`src/design/aeg_pkg.sv`:
```
// Shared types, constants and a helper function for the ADSR envelope gain block.
package aeg_pkg;

	// Field widths.
	localparam int TIME_BITS_DEF = 24;
	localparam int LEN_W = 16;
	localparam int GAIN_W = 17;
	localparam int QUO_W = 17;
	localparam int PROD_W = GAIN_W + LEN_W;

	// Full scale gain in unsigned Q16.
	localparam logic [GAIN_W-1:0] Q16_ONE = 17'h10000;

	// Configuration port.
	localparam int CFG_IDX_W = 4;
	localparam int CFG_DATA_W = 17;
	localparam logic [CFG_IDX_W-1:0] REG_ATTACK_LEN = 4'd0;
	localparam logic [CFG_IDX_W-1:0] REG_DECAY_LEN = 4'd1;
	localparam logic [CFG_IDX_W-1:0] REG_SUSTAIN_LEVEL = 4'd2;
	localparam logic [CFG_IDX_W-1:0] REG_RELEASE_LEN = 4'd3;

	// Register values after reset.
	localparam logic [LEN_W-1:0] ATTACK_LEN_RST = 16'd2205;
	localparam logic [LEN_W-1:0] DECAY_LEN_RST = 16'd3087;
	localparam logic [GAIN_W-1:0] SUSTAIN_LEVEL_RST = 17'd26214;
	localparam logic [LEN_W-1:0] RELEASE_LEN_RST = 16'd4410;

	// The divider resolves QUO_W quotient bits over DIV_STAGES stages.
	localparam int DIV_STAGES = 5;

	// Quotient bits resolved in divider stage k (4 + 4 + 3 + 3 + 3 = 17).
	function automatic int div_steps(input int k);
		return (k < 2) ? 4 : 3;
	endfunction

	// Envelope segment that a word falls into.
	typedef enum logic [2:0] {
		SEG_ZERO,
		SEG_ATTACK,
		SEG_DECAY,
		SEG_SUSTAIN,
		SEG_RELEASE
	} seg_t;

	// Word moving through the divider stages.
	typedef struct packed {
		seg_t                seg;
		logic [GAIN_W-1:0]   level;
		logic [LEN_W-1:0]    divisor;
		logic [LEN_W-1:0]    rem;
		logic [QUO_W-1:0]    bits;
		logic [QUO_W-1:0]    quo;
	} div_word_t;

endpackage

```
`src/design/adsr_envelope_gain.sv`:
```
// Each word passes in order through three front stages, five divider stages and the
// output register; each of them holds one word, and each stage advances on its own.
// Throughput: one word per cycle while out_stall does not hold the pipeline.
// The 17-bit quotient is resolved 3 to 4 bits per divider stage.
// Reset clears all valid bits and loads the register defaults.
module adsr_envelope_gain #(
	parameter int TIME_BITS = aeg_pkg::TIME_BITS_DEF
) (
	input  logic                             clk,
	input  logic                             arst_n,
	input  logic                             cfg_we,
	input  logic [aeg_pkg::CFG_IDX_W-1:0]    cfg_index,
	input  logic [aeg_pkg::CFG_DATA_W-1:0]   cfg_wdata,
	input  logic                             in_valid,
	output logic                             in_stall,
	input  logic [TIME_BITS-1:0]             time_since_start,
	input  logic [TIME_BITS-1:0]             note_len,
	output logic                             out_valid,
	input  logic                             out_stall,
	output logic [aeg_pkg::GAIN_W-1:0]       gain
);

	localparam int NS = aeg_pkg::DIV_STAGES;
	localparam int LW = aeg_pkg::LEN_W;
	localparam int GW = aeg_pkg::GAIN_W;

	// Configuration registers.
	logic [LW-1:0] attack_len_q, decay_len_q, release_len_q;
	logic [GW-1:0] sustain_level_q;

	always_ff @(posedge clk or negedge arst_n) begin
		if (!arst_n) begin
			attack_len_q <= aeg_pkg::ATTACK_LEN_RST;
			decay_len_q <= aeg_pkg::DECAY_LEN_RST;
			sustain_level_q <= aeg_pkg::SUSTAIN_LEVEL_RST;
			release_len_q <= aeg_pkg::RELEASE_LEN_RST;
		end else if (cfg_we) begin
			case (cfg_index)
				aeg_pkg::REG_ATTACK_LEN: attack_len_q <= cfg_wdata[LW-1:0];
				aeg_pkg::REG_DECAY_LEN: decay_len_q <= cfg_wdata[LW-1:0];
				aeg_pkg::REG_SUSTAIN_LEVEL: sustain_level_q <= cfg_wdata[GW-1:0];
				aeg_pkg::REG_RELEASE_LEN: release_len_q <= cfg_wdata[LW-1:0];
				default: ;
			endcase
		end
	end

	// Chain of divider words; entry 0 comes from the front stages.
	logic                dv   [NS+1];
	logic                dadv [NS+1];
	aeg_pkg::div_word_t  dw   [NS+1];

	aeg_front #(
		.TIME_BITS(TIME_BITS)
	) u_front (
		.clk(clk),
		.arst_n(arst_n),
		.in_valid(in_valid),
		.in_stall(in_stall),
		.time_since_start(time_since_start),
		.note_len(note_len),
		.attack_len(attack_len_q),
		.decay_len(decay_len_q),
		.sustain_level(sustain_level_q),
		.release_len(release_len_q),
		.out_adv(dadv[0]),
		.out_valid(dv[0]),
		.out_word(dw[0])
	);

	for (genvar k = 0; k < NS; k++) begin : g_div
		aeg_div_stage #(
			.STEPS(aeg_pkg::div_steps(k))
		) u_stage (
			.clk(clk),
			.arst_n(arst_n),
			.in_valid(dv[k]),
			.in_word(dw[k]),
			.in_adv(dadv[k]),
			.out_adv(dadv[k+1]),
			.out_valid(dv[k+1]),
			.out_word(dw[k+1])
		);
	end

	// Output register; it takes a new word when empty or when the word is taken.
	logic          out_valid_q;
	logic [GW-1:0] gain_q;
	logic [GW-1:0] gain_c;

	assign dadv[NS] = !out_valid_q || !out_stall;

	// Map the quotient to the gain of its segment.
	always_comb begin
		case (dw[NS].seg)
			aeg_pkg::SEG_ATTACK: gain_c = dw[NS].quo;
			aeg_pkg::SEG_DECAY: gain_c = aeg_pkg::Q16_ONE - dw[NS].quo;
			aeg_pkg::SEG_SUSTAIN: gain_c = dw[NS].level;
			aeg_pkg::SEG_RELEASE: gain_c = dw[NS].quo;
			default: gain_c = '0;
		endcase
	end

	always_ff @(posedge clk or negedge arst_n) begin
		if (!arst_n) begin
			out_valid_q <= 1'b0;
		end else if (dadv[NS]) begin
			out_valid_q <= dv[NS];
		end
	end

	always_ff @(posedge clk) begin
		if (dadv[NS] && dv[NS]) begin
			gain_q <= gain_c;
		end
	end

	assign out_valid = out_valid_q;
	assign gain = gain_q;

endmodule

```
`src/design/aeg_front.sv`:
```
// Front pipeline: segment boundaries, segment decision and the gain product.
module aeg_front #(
	parameter int TIME_BITS = aeg_pkg::TIME_BITS_DEF
) (
	input  logic                         clk,
	input  logic                         arst_n,
	input  logic                         in_valid,
	output logic                         in_stall,
	input  logic [TIME_BITS-1:0]         time_since_start,
	input  logic [TIME_BITS-1:0]         note_len,
	input  logic [aeg_pkg::LEN_W-1:0]    attack_len,
	input  logic [aeg_pkg::LEN_W-1:0]    decay_len,
	input  logic [aeg_pkg::GAIN_W-1:0]   sustain_level,
	input  logic [aeg_pkg::LEN_W-1:0]    release_len,
	input  logic                         out_adv,
	output logic                         out_valid,
	output aeg_pkg::div_word_t           out_word
);

	localparam int CW = TIME_BITS + 2;
	localparam int LW = aeg_pkg::LEN_W;
	localparam int GW = aeg_pkg::GAIN_W;

	// Stage registers.
	logic                  valid_s1, valid_s2, valid_s3;
	logic [TIME_BITS-1:0]  t_s1, len_s1;
	logic [LW:0]           ad_s1;
	logic [TIME_BITS:0]    lr_s1;
	aeg_pkg::seg_t         seg_s2;
	logic [GW-1:0]         mx_s2, level_s2;
	logic [LW-1:0]         my_s2, divisor_s2;
	aeg_pkg::div_word_t    word_s3;

	// Per-stage advance: a stage loads when it is empty or its word moves on.
	logic adv1, adv2, adv3;
	assign adv3 = !valid_s3 || out_adv;
	assign adv2 = !valid_s2 || adv3;
	assign adv1 = !valid_s1 || adv2;
	assign in_stall = !adv1;

	// Stage 2 comparisons on a common signed width.
	logic signed [CW-1:0] t_ext, a_ext, ad_ext, len_ext, lr_ext;
	logic                 lt_a, lt_ad, lt_len, lt_lr;
	logic [GW-1:0]        s_sat;
	aeg_pkg::seg_t        seg_c;
	logic [GW-1:0]        mx_c;
	logic [LW-1:0]        my_c, divisor_c;

	assign t_ext   = {{2{t_s1[TIME_BITS-1]}}, t_s1};
	assign a_ext   = {{(CW-LW){1'b0}}, attack_len};
	assign ad_ext  = {{(CW-LW-1){1'b0}}, ad_s1};
	assign len_ext = {2'b00, len_s1};
	assign lr_ext  = {1'b0, lr_s1};

	assign lt_a   = t_ext < a_ext;
	assign lt_ad  = t_ext < ad_ext;
	assign lt_len = t_ext < len_ext;
	assign lt_lr  = t_ext < lr_ext;

	// Sustain above full scale saturates.
	assign s_sat = (sustain_level > aeg_pkg::Q16_ONE) ? aeg_pkg::Q16_ONE : sustain_level;

	// Segment decision and multiplier operands. Within a segment the offsets fit
	// in 16 bits, so the low bits of each difference are exact.
	always_comb begin
		seg_c = aeg_pkg::SEG_ZERO;
		mx_c = '0;
		my_c = '0;
		divisor_c = '0;
		if (t_s1[TIME_BITS-1]) begin
			seg_c = aeg_pkg::SEG_ZERO;
		end else if (lt_a) begin
			seg_c = aeg_pkg::SEG_ATTACK;
			mx_c = aeg_pkg::Q16_ONE;
			my_c = t_s1[LW-1:0];
			divisor_c = attack_len;
		end else if (lt_ad) begin
			seg_c = aeg_pkg::SEG_DECAY;
			mx_c = aeg_pkg::Q16_ONE - s_sat;
			my_c = t_s1[LW-1:0] - attack_len;
			divisor_c = decay_len;
		end else if (lt_len) begin
			seg_c = aeg_pkg::SEG_SUSTAIN;
		end else if (lt_lr) begin
			seg_c = aeg_pkg::SEG_RELEASE;
			mx_c = s_sat;
			my_c = lr_s1[LW-1:0] - t_s1[LW-1:0];
			divisor_c = release_len;
		end else begin
			seg_c = aeg_pkg::SEG_ZERO;
		end
	end

	// Stage 3 product, split into the divider's starting remainder and bits.
	logic [aeg_pkg::PROD_W-1:0] prod;
	assign prod = {{LW{1'b0}}, mx_s2} * {{GW{1'b0}}, my_s2};

	// Valid bits.
	always_ff @(posedge clk or negedge arst_n) begin
		if (!arst_n) begin
			valid_s1 <= 1'b0;
			valid_s2 <= 1'b0;
			valid_s3 <= 1'b0;
		end else begin
			if (adv1) valid_s1 <= in_valid;
			if (adv2) valid_s2 <= valid_s1;
			if (adv3) valid_s3 <= valid_s2;
		end
	end

	// Stage 1: register the word with the boundary sums.
	always_ff @(posedge clk) begin
		if (adv1 && in_valid) begin
			t_s1 <= time_since_start;
			len_s1 <= note_len;
			ad_s1 <= {1'b0, attack_len} + {1'b0, decay_len};
			lr_s1 <= {1'b0, note_len} + {{(TIME_BITS+1-LW){1'b0}}, release_len};
		end
	end

	// Stage 2: segment and operands.
	always_ff @(posedge clk) begin
		if (adv2 && valid_s1) begin
			seg_s2 <= seg_c;
			mx_s2 <= mx_c;
			my_s2 <= my_c;
			divisor_s2 <= divisor_c;
			level_s2 <= s_sat;
		end
	end

	// Stage 3: product loaded into the divider word.
	always_ff @(posedge clk) begin
		if (adv3 && valid_s2) begin
			word_s3.seg <= seg_s2;
			word_s3.level <= level_s2;
			word_s3.divisor <= divisor_s2;
			word_s3.rem <= prod[aeg_pkg::PROD_W-1:aeg_pkg::QUO_W];
			word_s3.bits <= prod[aeg_pkg::QUO_W-1:0];
			word_s3.quo <= '0;
		end
	end

	assign out_valid = valid_s3;
	assign out_word = word_s3;

endmodule

```
`src/design/aeg_div_stage.sv`:
```
// One stage of the restoring divider, resolving STEPS quotient bits.
module aeg_div_stage #(
	parameter int STEPS = 4
) (
	input  logic                clk,
	input  logic                arst_n,
	input  logic                in_valid,
	input  aeg_pkg::div_word_t  in_word,
	output logic                in_adv,
	input  logic                out_adv,
	output logic                out_valid,
	output aeg_pkg::div_word_t  out_word
);

	localparam int LW = aeg_pkg::LEN_W;
	localparam int QW = aeg_pkg::QUO_W;

	logic                valid_sd;
	aeg_pkg::div_word_t  word_sd;
	aeg_pkg::div_word_t  next_w;
	logic [LW:0]         trial;
	logic [LW:0]         diff;

	assign in_adv = !valid_sd || out_adv;

	// Shift in one dividend bit per step and subtract the divisor when it fits.
	always_comb begin
		next_w = in_word;
		trial = '0;
		diff = '0;
		for (int i = 0; i < STEPS; i++) begin
			trial = {next_w.rem, next_w.bits[QW-1]};
			diff = trial - {1'b0, next_w.divisor};
			next_w.bits = {next_w.bits[QW-2:0], 1'b0};
			if (trial >= {1'b0, next_w.divisor}) begin
				next_w.rem = diff[LW-1:0];
				next_w.quo = {next_w.quo[QW-2:0], 1'b1};
			end else begin
				next_w.rem = trial[LW-1:0];
				next_w.quo = {next_w.quo[QW-2:0], 1'b0};
			end
		end
	end

	// Valid bit.
	always_ff @(posedge clk or negedge arst_n) begin
		if (!arst_n) begin
			valid_sd <= 1'b0;
		end else if (in_adv) begin
			valid_sd <= in_valid;
		end
	end

	// Payload.
	always_ff @(posedge clk) begin
		if (in_adv && in_valid) begin
			word_sd <= next_w;
		end
	end

	assign out_valid = valid_sd;
	assign out_word = word_sd;

endmodule

```
`config.mk`:
```
export PLATFORM = sky130hd
export DESIGN_NAME = adsr_envelope_gain
export DESIGN_NICKNAME = d
export VERILOG_FILES = /design/src/design/aeg_pkg.sv /design/src/design/adsr_envelope_gain.sv /design/src/design/aeg_front.sv /design/src/design/aeg_div_stage.sv
export SDC_FILE = /design/constraint.sdc
export NUM_CORES = 2
export LEC_CHECK = 0
export CORE_MARGIN = 2
export CORE_UTILIZATION = 40
export DETAILED_ROUTE_END_ITERATION = 8
export DONT_BUFFER_PORTS = 1
export SLEW_MARGIN = 20
export SYNTH_ARGS = -nofsm -noshare
export SYNTH_HDL_FRONTEND = slang
export SYNTH_HIERARCHICAL = 1
export SYNTH_SLANG_ARGS = --single-unit
```
`constraint.sdc`:
```
create_clock -name clk -period 15.3 [get_ports clk]
set_input_delay 1.53 -clock clk [delete_from_list [all_inputs] [get_ports clk]]
set_output_delay 1.53 -clock clk [all_outputs]
set_load 0.02 [all_outputs]
```
# Word level (Yosys, flattened, before mapping)

Index checks and enable logic that the tools add are counted.
W data, S select, Z words.

Logic and storage cells: 198
Register bits after elaboration: 632
Bits of input ports: 74

Reduce and logical (&&, ||, !) cells: 37
Multipliers: 1
Multiplexer cells: 51
Eq/ne operators: 7
$add $sub $neg: 22
$lt $le $gt $ge: 22

Operators with widths:

| cell                     | number |
|---|---|
| $mux W16                 | 24 |
| $ge A17 B16 Y1           | 17 |
| $sub A16 B16 Y16         | 18 |
| $mux W17                 | 5 |
| $pmux W17 S3             | 1 |
| $sub A17 B17 Y17 const A | 2 |
| $mul A17 B16 Y33         | 1 |
| $lt A24 B26 Y1           | 1 |
| $add A24 B16 Y25         | 1 |
| $lt A24 B25 Y1           | 1 |
| $lt A24 B17 Y1           | 1 |
| $lt A24 B18 Y1           | 1 |
| $mux W1                  | 18 |
| $add A16 B16 Y17         | 1 |
| $gt A17 B17 Y1 const B   | 1 |
| $logic_not A1 Y1         | 11 |
| $logic_and A1 B1 Y1      | 9 |
| $logic_or A1 B1 Y1       | 9 |
| $eq A4 B2 Y1 const B     | 2 |
| $reduce_and A2 Y1        | 4 |
| $eq A3 B2 Y1 const B     | 2 |
| $eq A4 B1 Y1 const B     | 1 |
| $logic_not A4 Y1         | 1 |
| $mux W2                  | 2 |
| 5 further kinds          | 6 |

# Logic depth before layout (Yosys ltp)

Depth after elaboration: 11
Gate-level depth with buffers: 50

# Cells and area by module

The synthesis kept the hierarchy.

Modules (own cells, without submodules):

| module                                | instances | area each (um^2) | cells each |
|---|---|---|---|
| aeg_front                             | 1         | 21991.1          | 2147 |
| aeg_div_stage at g_div[2].u_stage ... | 3         | 5403.9           | 464 |
| aeg_div_stage at g_div[0].u_stage     | 1         | 6406.1           | 608 |
| aeg_div_stage at g_div[1].u_stage     | 1         | 6338.6           | 591 |
| adsr_envelope_gain                    | 1         | 3846.2           | 274 |

# Least setup slack after synthesis

Ideal clock, no wire load.

Path kind: flip-flop to flip-flop
Start point: register u_front.word_s3, in the netlist u_front/out_word[51]
End point: register g_div[0].u_stage.word_sd, in the netlist g_div[0].u_stage/out_word[42], data pin
Arrival: 9.212 ns
Cell stages (with the launch flop): 45
Clock period less this slack: 9.474 ns
Setup time: 0.262 ns
Slack: 5.826 ns
Cell sequence: edfxtp_1 inv_1 ha_1 nor2b_1 o2111a_1 o31a_1 o21ai_1 a32o_2 clkbuf_1 mux2_2 ha_1 nand3_1 o21bai_1 a21o_1 a21o_1 a221o_1 and2_1 nand2_1 (+9 left out) o21ai_0 inv_1 o21a_4 inv_2 buf_6 mux2_4 ha_1 o21a_1 o21ai_0 o21ai_0 a41oi_1 o21ai_0 a21oi_1 o2111ai_1 o31a_1 buf_4 buf_4 mux2_1

RTL lines:

| element              | RTL line            | text |
|---|---|---|
| start, declared      | aeg_front.sv:32     | `aeg_pkg::div_word_t word_s3;` |
| end signal, assigned | aeg_div_stage.sv:57 | `word_sd <= next_w;` |
| end, declared        | aeg_div_stage.sv:19 | `aeg_pkg::div_word_t word_sd;` |

==> results_tabular.tex <==
\begin{tabular}{lr}
\hline
Metric & Value \\
\hline
\multicolumn{2}{l}{\textbf{Detailed routing}} \\
Routed length on met1 & 57700 µm \\
Mean routed wirelength per cell & 20.0 µm \\
Antenna violation net count after detailed routing & 0 \\
Number of vias per cell & 5.55 \\
Number of search-and-repair iterations in the first detailed-routing pass & 6 \\
Wire length on met3 & 5270 µm \\
Number of design rule violations left after detail routing & 0 \\
Initial DRC count & 2438 \\
Routed wire length on met2 & 62300 µm \\
Highest routing layer actually used & met5 \\
Detailed Route WL & 130000 µm \\
Routed via count & 36.1k \\
\multicolumn{2}{l}{\textbf{STA}} \\
Fmax & 89.4 MHz \\
Setup repair after global routing missed its margin & no \\
Post-route setup TNS & 0 ns \\
Hold Violations, Final & 0 \\
Transition time at the pin with the least slew margin & 1.10 ns \\
\# setup viols final & 0 \\
Final max-slew violation count & 0 \\
Clock tree skew after final layout & 0.0282 ns \\
Worst max-slew margin expressed relative to the limit & 26.6\% \\
Post-layout minimum cycle time & 11.18 ns \\
Final worst-path cycle share & 73.1\% \\
\multicolumn{2}{l}{\textbf{Setup path}} \\
Worst Setup SP & u\_front/out\_word[51] \\
Most common cell type on the critical path & o21ai\_0 \\
Crit path kind & reg -> reg \\
Critical path buffers and inverters & 6 \\
Req. time, crit path & 15.69 ns \\
Crit path largest cell delay & 0.77 ns \\
Crit path launch type & register \\
Standard cell with the maximum stage delay on the critical path & o31a\_1 \\
Critical path's top delay family & compound AO/OA/AOI/OAI gates \\
Data arrival, critical path & 11.57 ns \\
Critical Path Sink Type & register \\
Worst-path fanout max & 17 \\
Critical register-to-register path startpoint & u\_front/out\_word[51] \\
\multicolumn{2}{l}{\textbf{Global routing}} \\
Number of global-route vias before repair & 36.1k \\
Initial antenna violation count & 2 \\
Total track usage & 19.8\% \\
Congestion Overflow GR & 0 \\
Largest net degree at the start of global routing & 75 \\
Wire length of the first global-routing pass & 204000 µm \\
\multicolumn{2}{l}{\textbf{Die}} \\
Die Footprint & 130000 µm² \\
Num ports & 93 \\
Horizontal extent of the die & 361 µm \\
Initial Util & 40.1\% \\
Die Height & 361 µm \\
Row cnt & 131 \\
Standard cell core area & 127000 µm² \\
\multicolumn{2}{l}{\textbf{CTS}} \\
\# H-tree levels & 3 \\
Clock Tree Buf Depth & 3 \\
CTS tree & yes \\
Number of buffers inserted to repair setup after CTS & 0 \\
Clk\_lat worst skew & 0.65 ns \\
Post-CTS sizing & 0 \\
TritonCTS buffer count & 68 \\
Clock Sink Count & 632 \\
Clock root cell & clkbuf\_16 \\
Clock edge transition at the registers on the reported setup and hold paths & 0.06 ns \\
Post-cts hold buffer count & 0 \\
\multicolumn{2}{l}{\textbf{Cells and area}} \\
Post-synthesis to final-layout area growth & 7.65\% \\
Post-layout net count & 5597 \\
Number of fill cells & 11.9k \\
Diodes inserted & 0 \\
Layout cell share with drive strength beyond 1 & 9.41\% \\
\multicolumn{2}{l}{\textbf{Worst hold path}} \\
Class of the tightest hold or removal check & reg -> reg \\
Hold Path Origin & g\_div[1].u\_stage/out\_word[80] \\
\multicolumn{2}{l}{\textbf{Logic synthesis}} \\
Average instance area after synthesis & 10.6 µm² \\
Number of warning messages in the yosys log & 6 \\
Net Count, Synth & 5618 \\
Synthesized instance count & 4811 \\
Netlist area before placement & 51000 µm² \\
\multicolumn{2}{l}{\textbf{Placement}} \\
Port-buffer cells & 0 \\
Detail Placement HPWL & 101000 µm \\
Final RePlAce weighted congestion & 0.917 \\
\multicolumn{2}{l}{\textbf{Status}} \\
Result of the run & finished clean \\
\multicolumn{2}{l}{\textbf{Job}} \\
Reported max-cap violation count & 0 \\
\hline
\end{tabular}
flip-flops by register name, indices dropped and copies added (netlist names), 3 cells and up:
signal / cells
attack_len_q: 16
decay_len_q: 16
g_div.u_stage/out_valid: 5
g_div.u_stage/out_word: 313
gain: 17
release_len_q: 16
sustain_level_q: 17
u_front/ad_s1: 17
u_front/divisor_s2: 16
u_front/len_s1: 24
u_front/level_s2: 17
u_front/lr_s1: 25
u_front/mx_s2: 17
u_front/my_s2: 16
u_front/out_word: 69
u_front/seg_s2: 3
u_front/t_s1: 24
routing by layer:
| layer | vias up | track usage [%] |
|---|---|---|
| met5 | - | 0 |
| met4 | 2 | 7.01 |
| met3 | 257 | 2.51 |
| met2 | 908 | 33.8 |
| met1 | 17700 | 25.7 |
| li1 | 17200 | - |
cell usage in the layout, fill, tap and decap left out, types with 174 or more instances in the layout:
master and instances:
edfxtp_1 558, inv_1 538, ha_1 504, nand2_1 367, a21oi_1 259, nor2_1 228, fa_1 228, xnor2_1 223
o21ai_0 179, mux2_2 174
worst paths after layout:
kind                                                  to  slack [ns]  depth (start not counted)
max reg2reg                g_div[0].u_stage/out_word[44]        4.12                         41
max in group asynchronous             sustain_level_q[2]       14.50                          0
min reg2reg                g_div[2].u_stage/out_word[80]        0.41                          0
min in group asynchronous                attack_len_q[8]        0.58                          0
max                        g_div[0].u_stage/out_word[44]        4.12                         41
min                        g_div[2].u_stage/out_word[80]        0.41                          0
cell type report:
class / instances / area, µm² / area share, %
well taps: 1662 / 2080 / 3.79
flip-flops and latches: 632 / 18600 / 34.0
clock inverters: 36 / 415 / 0.757
repair buffers: 16 / 120 / 0.219
multi-input cells: 3528 / 29800 / 54.3
clock buffers: 88 / 1800 / 3.28
inverters: 544 / 2040 / 3.72
metrics by stage:
step           setup WS (ns)  util (%)  instance area [µm²]  hold WS [ns]  instances
2_1_floorplan           5.83         -                51000         0.400       4811
3_3_place_gp            4.17      41.5                52700         0.402       6382
3_5_place_dp            4.11      41.5                52700         0.405       6382
4_1_cts                 4.09      43.2                54900         0.414       6506
5_1_grt                 3.00      43.2                54900         0.418       6506
6_report                4.12      43.2                54900         0.409       6506
Power is not shown: default switching activity piles up to over one toggle a cycle in this logic, so the estimate is an artifact.
